==> src/naive_pattern_matcher_macros.svh <==
// assertion macros for the naive pattern matcher
// used by the top level only; expects clk and rst_n in scope
`ifndef NAIVE_PATTERN_MATCHER_MACROS_SVH
`define NAIVE_PATTERN_MATCHER_MACROS_SVH

`ifndef NO_ASSERTIONS

// same-cycle implication
`define NPM_ASSERT_SAME(lbl, ante, cons) \
  lbl: assert property (@(posedge clk) disable iff (!rst_n) (ante) |-> (cons)) \
    else $error("npm assertion failed");

// next-cycle implication
`define NPM_ASSERT_NEXT(lbl, ante, cons) \
  lbl: assert property (@(posedge clk) disable iff (!rst_n) (ante) |=> (cons)) \
    else $error("npm assertion failed");

`else

`define NPM_ASSERT_SAME(lbl, ante, cons)
`define NPM_ASSERT_NEXT(lbl, ante, cons)

`endif

`endif

==> src/npm_pkg.sv <==
// shared constants, codes and control structs of the naive pattern matcher
// no dependencies
`default_nettype none

package npm_pkg;

  localparam int MAX_PATTERN = 32;
  localparam int PLEN_W      = $clog2(MAX_PATTERN + 1);
  localparam int MAX_TEXT    = 65535;
  localparam int POS_W       = $clog2(MAX_TEXT + 1);
  localparam int SHIFT_W     = 16;
  localparam int BYTE_W      = 8;

  typedef enum logic [1:0] {
    CMD_CLEAR   = 2'd0,
    CMD_PATTERN = 2'd1,
    CMD_TEXT    = 2'd2,
    CMD_END     = 2'd3
  } npm_cmd_code_t;

  typedef enum logic {
    KIND_MATCH = 1'b0,
    KIND_DONE  = 1'b1
  } npm_kind_t;

  typedef enum logic {
    ST_IDLE,
    ST_EVAL
  } npm_state_t;

  // controller -> datapath
  typedef struct packed {
    logic clear;
    logic append;
    logic push;
    logic set_ovf;
    logic finish;
    logic eval;
  } npm_cmd_t;

  // datapath -> controller
  typedef struct packed {
    logic out_full;
    logic pattern_full;
    logic text_full;
  } npm_status_t;

endpackage

`default_nettype wire

==> src/npm_ctrl.sv <==
// controller of the naive pattern matcher: input handshake and command decode
// depends on npm_pkg
`default_nettype none

module npm_ctrl (
  input  wire logic                clk,
  input  wire logic                rst_n,
  input  wire logic                in_valid,
  input  wire logic [1:0]          in_command,
  input  wire logic                out_stall,
  input  wire npm_pkg::npm_status_t sts,
  output logic                     in_stall,
  output npm_pkg::npm_cmd_t        cmd
);

  npm_pkg::npm_state_t state_r, state_nxt;
  logic accept;

  always_ff @(posedge clk) begin
    if (!rst_n) begin
      state_r <= npm_pkg::ST_IDLE;
    end else begin
      state_r <= state_nxt;
    end
  end

  always_comb begin
    state_nxt   = state_r;
    in_stall    = 1'b1;
    cmd         = '0;
    accept      = 1'b0;
    unique case (state_r)
      npm_pkg::ST_IDLE: begin
        // output slot must be free or draining this cycle
        in_stall = sts.out_full && out_stall;
        accept   = in_valid && !in_stall;
        unique case (in_command)
          npm_pkg::CMD_CLEAR: begin
            cmd.clear = accept;
          end
          npm_pkg::CMD_PATTERN: begin
            cmd.append  = accept && !sts.pattern_full;
            cmd.set_ovf = accept && sts.pattern_full;
          end
          npm_pkg::CMD_TEXT: begin
            cmd.push    = accept && !sts.text_full;
            cmd.set_ovf = accept && sts.text_full;
            if (accept && !sts.text_full) begin
              state_nxt = npm_pkg::ST_EVAL;
            end
          end
          npm_pkg::CMD_END: begin
            cmd.finish = accept;
          end
          default: begin
            cmd = '0;
          end
        endcase
      end
      npm_pkg::ST_EVAL: begin
        cmd.eval  = 1'b1;
        state_nxt = npm_pkg::ST_IDLE;
      end
      default: begin
        state_nxt = npm_pkg::ST_IDLE;
      end
    endcase
  end

endmodule

`default_nettype wire

==> src/npm_dp.sv <==
// datapath of the naive pattern matcher: pattern and window shift lines,
// parallel byte compare cells, counters and the output register; uses npm_pkg
`default_nettype none

module npm_dp (
  input  wire logic                          clk,
  input  wire logic                          rst_n,
  input  wire npm_pkg::npm_cmd_t             cmd,
  input  wire logic [npm_pkg::BYTE_W-1:0]    in_data_byte,
  input  wire logic                          out_stall,
  output npm_pkg::npm_status_t               sts,
  output logic                               out_valid,
  output logic                               out_kind,
  output logic [npm_pkg::SHIFT_W-1:0]        out_shift,
  output logic                               out_matched,
  output logic                               out_found_any,
  output logic                               out_overflow
);

  // pattern held newest-first so cell k compares window[k] with pat[k]
  logic [npm_pkg::BYTE_W-1:0]  pat_r [npm_pkg::MAX_PATTERN];
  logic [npm_pkg::BYTE_W-1:0]  win_r [npm_pkg::MAX_PATTERN];
  logic [npm_pkg::PLEN_W-1:0]  len_r;
  logic [npm_pkg::POS_W-1:0]   pos_r;
  logic                        found_r;
  logic                        ovf_r;

  logic                        valid_r, valid_nxt;
  logic                        kind_r;
  logic [npm_pkg::SHIFT_W-1:0] shift_r;
  logic                        matched_r;
  logic                        found_out_r;
  logic                        ovf_out_r;

  logic [npm_pkg::MAX_PATTERN-1:0] cell_ok;
  logic                            len_zero;
  logic                            hit;
  logic [npm_pkg::POS_W-1:0]       hit_shift;
  logic                            load_match;

  always_comb begin
    for (int k = 0; k < npm_pkg::MAX_PATTERN; k++) begin
      cell_ok[k] = (npm_pkg::PLEN_W'(k) >= len_r) || (win_r[k] == pat_r[k]);
    end
  end

  assign len_zero   = (len_r == '0);
  assign hit        = len_zero ||
                      ((pos_r >= npm_pkg::POS_W'(len_r)) && (&cell_ok));
  assign hit_shift  = len_zero ? (pos_r - npm_pkg::POS_W'(1))
                               : (pos_r - npm_pkg::POS_W'(len_r));
  assign load_match = cmd.eval && hit;

  assign sts.out_full     = valid_r;
  assign sts.pattern_full = (len_r == npm_pkg::PLEN_W'(npm_pkg::MAX_PATTERN));
  assign sts.text_full    = (pos_r == npm_pkg::POS_W'(npm_pkg::MAX_TEXT));

  always_comb begin
    if (load_match || cmd.finish) begin
      valid_nxt = 1'b1;
    end else if (out_stall) begin
      valid_nxt = valid_r;
    end else begin
      valid_nxt = 1'b0;
    end
  end

  // shift lines
  always_ff @(posedge clk) begin
    if (cmd.append) begin
      pat_r[0] <= in_data_byte;
      for (int k = 1; k < npm_pkg::MAX_PATTERN; k++) begin
        pat_r[k] <= pat_r[k-1];
      end
    end
    if (cmd.push) begin
      win_r[0] <= in_data_byte;
      for (int k = 1; k < npm_pkg::MAX_PATTERN; k++) begin
        win_r[k] <= win_r[k-1];
      end
    end
  end

  // counters and flags
  always_ff @(posedge clk) begin
    if (!rst_n || cmd.clear) begin
      len_r   <= '0;
      pos_r   <= '0;
      found_r <= 1'b0;
      ovf_r   <= 1'b0;
    end else begin
      if (cmd.append) begin
        len_r <= len_r + npm_pkg::PLEN_W'(1);
      end
      if (cmd.set_ovf) begin
        ovf_r <= 1'b1;
      end
      if (cmd.push) begin
        pos_r <= pos_r + npm_pkg::POS_W'(1);
      end
      if (load_match) begin
        found_r <= 1'b1;
      end
      if (cmd.finish) begin
        pos_r   <= '0;
        found_r <= 1'b0;
      end
    end
  end

  // output register
  always_ff @(posedge clk) begin
    if (!rst_n) begin
      valid_r <= 1'b0;
    end else begin
      valid_r <= valid_nxt;
    end
  end

  always_ff @(posedge clk) begin
    if (load_match) begin
      kind_r      <= npm_pkg::KIND_MATCH;
      shift_r     <= npm_pkg::SHIFT_W'(hit_shift);
      matched_r   <= 1'b1;
      found_out_r <= 1'b1;
      ovf_out_r   <= ovf_r;
    end else if (cmd.finish) begin
      kind_r      <= npm_pkg::KIND_DONE;
      shift_r     <= npm_pkg::SHIFT_W'(pos_r);
      matched_r   <= len_zero;
      found_out_r <= found_r || len_zero;
      ovf_out_r   <= ovf_r;
    end
  end

  assign out_valid     = valid_r;
  assign out_kind      = kind_r;
  assign out_shift     = shift_r;
  assign out_matched   = matched_r;
  assign out_found_any = found_out_r;
  assign out_overflow  = ovf_out_r;

endmodule

`default_nettype wire

==> src/naive_pattern_matcher.sv <==
// naive_pattern_matcher: streaming exact byte-pattern search, top level
// instantiates npm_ctrl and npm_dp; uses npm_pkg and the assertion macros
//
// usage
//   input items: in_command with in_data_byte, valid/stall handshake; an item
//     is taken at a clock edge with in_valid high and in_stall low
//   commands: clear (drops pattern, text state and overflow), append pattern
//     byte, text byte, end of text
//   result items on out_*: a match report (kind 0) carrying the shift of the
//     window that matches, or a done report (kind 1) carrying the text length
//   a text byte is handled in steps: the accept cycle shifts it into the
//     window, the next cycle runs all 32 byte-compare cells and loads the
//     output register on a match; clear, append and end of text need only
//     the accept cycle; a match report is registered at the end of its
//     compare cycle, a done report by the edge that takes end of text
//   no new item is taken during the compare cycle of a text byte
//   reset (rst_n low, synchronous) empties the pattern, the text counters,
//     the overflow flag and the output register
//   a result held under out_stall blocks further input until it is taken;
//     the output register drains while the next item is accepted
`default_nettype none
`include "naive_pattern_matcher_macros.svh"

module naive_pattern_matcher (
  input  wire logic                        clk,
  input  wire logic                        rst_n,
  input  wire logic                        in_valid,
  output logic                             in_stall,
  input  wire logic [1:0]                  in_command,
  input  wire logic [npm_pkg::BYTE_W-1:0]  in_data_byte,
  output logic                             out_valid,
  input  wire logic                        out_stall,
  output logic                             out_kind,
  output logic [npm_pkg::SHIFT_W-1:0]      out_shift,
  output logic                             out_matched,
  output logic                             out_found_any,
  output logic                             out_overflow
);

  // command and status between controller and datapath
  npm_pkg::npm_cmd_t    cmd;
  npm_pkg::npm_status_t sts;

  // controller: handshake, decode, compare-cycle sequencing
  npm_ctrl u_ctrl (
    .clk        (clk),
    .rst_n      (rst_n),
    .in_valid   (in_valid),
    .in_command (in_command),
    .out_stall  (out_stall),
    .sts        (sts),
    .in_stall   (in_stall),
    .cmd        (cmd)
  );

  // datapath: shift lines, compare cells, counters, output register
  npm_dp u_dp (
    .clk           (clk),
    .rst_n         (rst_n),
    .cmd           (cmd),
    .in_data_byte  (in_data_byte),
    .out_stall     (out_stall),
    .sts           (sts),
    .out_valid     (out_valid),
    .out_kind      (out_kind),
    .out_shift     (out_shift),
    .out_matched   (out_matched),
    .out_found_any (out_found_any),
    .out_overflow  (out_overflow)
  );

  // a held, stalled result must block new input
  `NPM_ASSERT_SAME(a_hold_blocks_input, out_valid && out_stall, in_stall)

  // the compare cycle after a text byte takes no new item
  `NPM_ASSERT_NEXT(a_eval_blocks_input, cmd.push, in_stall)

  // end of text always produces a done report next cycle
  `NPM_ASSERT_NEXT(a_finish_reports, cmd.finish,
                   out_valid && (out_kind == npm_pkg::KIND_DONE))

  // match reports always carry matched and found_any
  `NPM_ASSERT_SAME(a_match_flags, out_valid && (out_kind == npm_pkg::KIND_MATCH),
                   out_matched && out_found_any)

endmodule

`default_nettype wire
==> config.mk <==
export PLATFORM = sky130hd
export DESIGN_NAME = naive_pattern_matcher
export DESIGN_NICKNAME = d
export VERILOG_FILES = /design/src/npm_pkg.sv /design/src/npm_ctrl.sv /design/src/npm_dp.sv /design/src/naive_pattern_matcher.sv
export VERILOG_INCLUDE_DIRS = /design/src /design/src/src
export SDC_FILE = /design/constraint.sdc
export NUM_CORES = 1
export LEC_CHECK = 0
export BUFFER_PORTS_ARGS = -buffer_cell sky130_fd_sc_hd__buf_4
export CAP_MARGIN = 20
export CORE_MARGIN = 2
export CORE_UTILIZATION = 55
export CTS_CLUSTER_DIAMETER = 200
export DETAILED_ROUTE_END_ITERATION = 16
export PLACE_DENSITY = 0.73
export SLEW_MARGIN = 20
export SYNTH_ARGS = -nofsm -noshare
export SYNTH_HDL_FRONTEND = slang
export SYNTH_SLANG_ARGS = --single-unit
==> constraint.sdc <==
create_clock -name clk -period 13 [get_ports clk]
set_input_delay 0.65 -clock clk [delete_from_list [all_inputs] [get_ports clk]]
set_output_delay 0.65 -clock clk [all_outputs]
set_load 0.02 [all_outputs]
==> results.env <==
WORST_EP_REQUIRED_TIME_PS=13220
ANTENNA_DIODE_INSTANCE_COUNT=0
CP.ARRIVAL_PS=4070
ROWS=71
NUMBER_OF_PLACED_INSTANCES_WITH_TAPS_INCLUDED=1738
IRDROPWORSTVDD_V=0.000113
NNETSFINAL=1314
FIRST_ITER_VIOLATIONS=963
CRIT_TYPE='register to register'
GRT_ANTENNA_BEFORE_REPAIR=0
SYNTHFLOPTYPE='edfxtp_1'
WORSTPATHMAXFANOUT=17
TIMING.CRITICAL_PATH.FROM='u_dp.len_r[1]'
TCRIT_TCLK_FINAL_PCT=29.6
NFILLCELLS=2596
CTS-RESIZED-GATES=0
MAXCAPVIOLATIONS=0
NUM_VIAS=10300
GRT.TOTAL_USAGE_PCT=18.9
DESIGN.PORTCOUNT=36
PLACEMENT.SETUP.WORST_SLACK_PS=9180
TIMING.SLEW.HEADROOM_PCT=28.5
DP_HPWL_UM=24200
FIN_SKEW_PS=21.8
WORST-SLEW-PIN-TRANSITION_PS=1070
YOSYSSEQAREASHARE_PCT=77.7
SYNTHARSTFLOPSHARE_PCT=0
HOLDCRITPATHCLASS='input pin to register'
FIN_UTIL_PCT=63.0
FINALWEIGHTEDCONGESTION=0.860
ENDPOINT_KIND='register'
DIE-AREA_UM2=40100
SHARE_OF_CELL_AREA_TAKEN_BY_MUXES_AFTER_SYNTHESIS_PCT=0.0945
FIN_TOTAL_PWR_W=0.00365
RUN_STATUS='completed'
COREAREA_UM2=37800
TRITONCTS_CLOCK_TREE='done'
INITIAL_UTILIZATION_PCT=56.1
GRT_PASS1_WL_UM=57800
CLK_TRANSITION_REPORTED_PATHS_PS=60
SYNTH_ENABLE_FLOP_CELLS=529
CRIT_PATH_TOP_DELAY_CELL='dfxtp_1'
LARGEST_FAMILY_OF_LOGIC_CELLS_BY_SYNTHESIZED_AREA='XOR/XNOR gates'
SYNTHADDERAREAFRAC_PCT=1.04
FMAXACHIEVABLE_MHz=260
REGTOREGSTARTPOINT='u_dp.len_r[1]'
SYN2LAYOUT_AREA_GROWTH_PCT=12.3
POWER.STATIC_LEAKAGE_nW=7.82
FRACTION_OF_LAYOUT_INSTANCES_USING_A_DRIVE_STRENGTH_ABOVE_1_PCT=9.86
FINAL-SETUP-VIOL-COUNT=0
CTS.SINKS=558
CTS_MADE_BUFFERS=53
HOLDPATHSTAGES=1
SYNTH_CELL_TYPE_COUNT=63
GRT_START_MAX_NET_PINS=208
CRIT_CELLS=10
SYNTH_XOR_AREA_SHARE_PCT=11.7
FP.DIEW_UM=200
NUMPORTBUFFERS=35
FRACTION_OF_THE_MAPPED_NETLIST_AREA_IN_COMPOUND_GATES_PCT=3.17
CLK-INSERTION-DELAY-LATE_PS=610
SYNTHESIS.AREA_UM2=21200
LAYOUT.CELLS.MOST_COMMON='edfxtp_1'
INSTANCES_NO_FILL=1839
BIGGEST_CELL_DELAY_ALONG_THE_CRITICAL_PATH_PS=620
GRT_SETUP_UNREPAIRED='no'
POST-CTS-SETUP-BUFFER-COUNT=0
AVERAGE_FOOTPRINT_OF_A_SYNTHESIZED_CELL_UM2=17.5
SYNTH_FP_NETS=1241
FIRST_GLOBAL_VIAS=10500
FINAL_CELL_MIX='529 x edfxtp_1, 167 x xor2_1, 116 x xnor2_1'
SETUP_WS_PS=9150
STARTPOINT_TYPE='register'
WL_PER_CELL_UM=20.3
FINAL_HOLD_VIOL_COUNT=0
POSTCTSHOLDBUFS=0
WORST_HOLD_STARTPOINT='in_data_byte[7]'
SYNTH-SIMPLE-AREA-SHARE_PCT=5.39
CTSLONGESTPATHBUFFERS=3
CRITPATHBUFINV=0
FINALSETUPTNS_PS=0
TIMING.CRITICAL_PATH.CELLS='ha_1 -> nor2b_1 -> o21ai_0 -> a22oi_1 -> a2111oi_1 -> o2111ai_1 -> nor4_4 -> a21oi_4 -> nand2b_4 -> nand2_1'
GR-TOTAL-OVERFLOW=0
DETAIL_ROUTED_VIA_COUNT_PER_CELL=5.58
POWER_PER_CELL_AREA_nW_PER_UM2=154
ROUTED_WL_UM=37400
MULTIINPUTGATEAREA_UM2=4550
R2R_CELLS=10
LAYOUT_MIN_CYCLE_TIME_PS=3850
MAX_SLEW_VIOLATION_TOTAL_FROM_THE_FINAL_REPORT=0
HTREEDEPTH=2
SEQUENTIAL_CELL_AREA_UM2=16500
REMAINING_DESIGN_RULE_VIOLATION_COUNT=0
ANT_NETS=0
DRTPASS1ITERATIONS=5
VERTICAL_DIE_DIMENSION_UM=200
WORST_PATH_DOMINANT_CELL_FAMILY='simple AND/OR/NAND/NOR gates'
CLOCK-ROOT-BUFFER='clkbuf_16'
SYN_INST=1210
YOSYS_REGISTER_BITS=558
SYNTHESIS_WARNING_TOTAL=0
==> flip-flops by register name, indices dropped and copies added (netlist names) <==
register and flops:
u_dp.out_kind 1, u_dp.pat_r 256, u_dp.out_matched 1, u_ctrl.state_r 1
u_dp.pos_r 16, u_dp.win_r 256, u_dp.found_r 1, u_dp.ovf_r 1
u_dp.out_found_any 1, u_dp.out_overflow 1, u_dp.out_valid 1, u_dp.len_r 6
u_dp.out_shift 16
==> Yosys cell counts (4+ instances only) <==
cell        n  area share, %
edfxtp_1  529             75
xor2_1    167            6.9
xnor2_1   116            4.8
nor4_1     50            1.5
nand2_1    36           0.64
nor2_1     35           0.62
nand4_1    34            1.0
dfxtp_1    29            2.7
a21oi_1    24           0.57
inv_1      22           0.39
o21ai_0    21           0.50
ha_1       16           0.95
clkbuf_1   15           0.27
nand3_1    11           0.26
a31oi_1     8           0.24
nor3_1      8           0.19
or3_1       7           0.21
a22oi_1     5           0.18
and3_1      5           0.15
buf_2       4          0.095
nand2b_1    4           0.12
==> cell type report <==
class                           instances  share of cell area [%]
Sequential cell                       558                    69.2
Multi-Input combinational cell        608                    19.1
Clock buffer                           66                    6.04
Tap cell                              511                    2.69
Timing Repair Buffer                   39                    1.42
Clock inverter                         34                    1.14
Inverter                               23                   0.363
==> power breakdown <==
part	internal [W]	switching (W)	total (W)
registers	0.00201	0.0000316	0.00205
logic	0.0000385	0.0000681	0.000107
clock network	0.000864	0.000637	0.00150
total	0.00292	0.000737	0.00365
==> kinds of logic (layout without fill, tap and decap cells) <==
family / Yosys count / after routing
flip-flops: 558 / 558
XOR/XNOR: 283 / 283
AND/OR/NAND/NOR: 208 / 208
AO/OA/AOI/OAI: 98 / 98
buffers and inverters: 44 / 162
adder cells (fa/ha/maj): 17 / 17
multiplexers: 2 / 2
==> worst register-to-register path: cells and delay by family (launching register included) <==
kind,cells,cell delay [ps]
AND/OR/NAND/NOR,4,1400
AO/OA/AOI/OAI,5,1210
flip-flops,1,620
adder cells (fa/ha/maj),1,240
==> through the flow <==
stage | cell area (um^2) | hold WS, ps
after CTS | 23800 | 208
after global placement | 22000 | 437
after global routing | 23800 | 214
after detailed placement | 22000 | 438
final | 23800 | 231
after floorplan | 21200 | 409
==> final timing paths <==
path	to	slack [ps]
setup / recovery	u_dp.out_shift[11]	9150
hold / removal	u_dp.pat_r[0][7]	230
setup reg to reg	u_dp.out_shift[11]	9150
hold reg to reg	u_dp.found_r	460
==> layer usage <==
metal	up-vias	global-route usage (%)	part of all wire [%]
met5	-	0	0
met4	0	5.30	1.9
met3	49	3.89	6.2
met2	289	33.1	52
met1	5201	23.8	40
li1	4730	-	-
No activity file was read; power rests on OpenSTA's default activity.
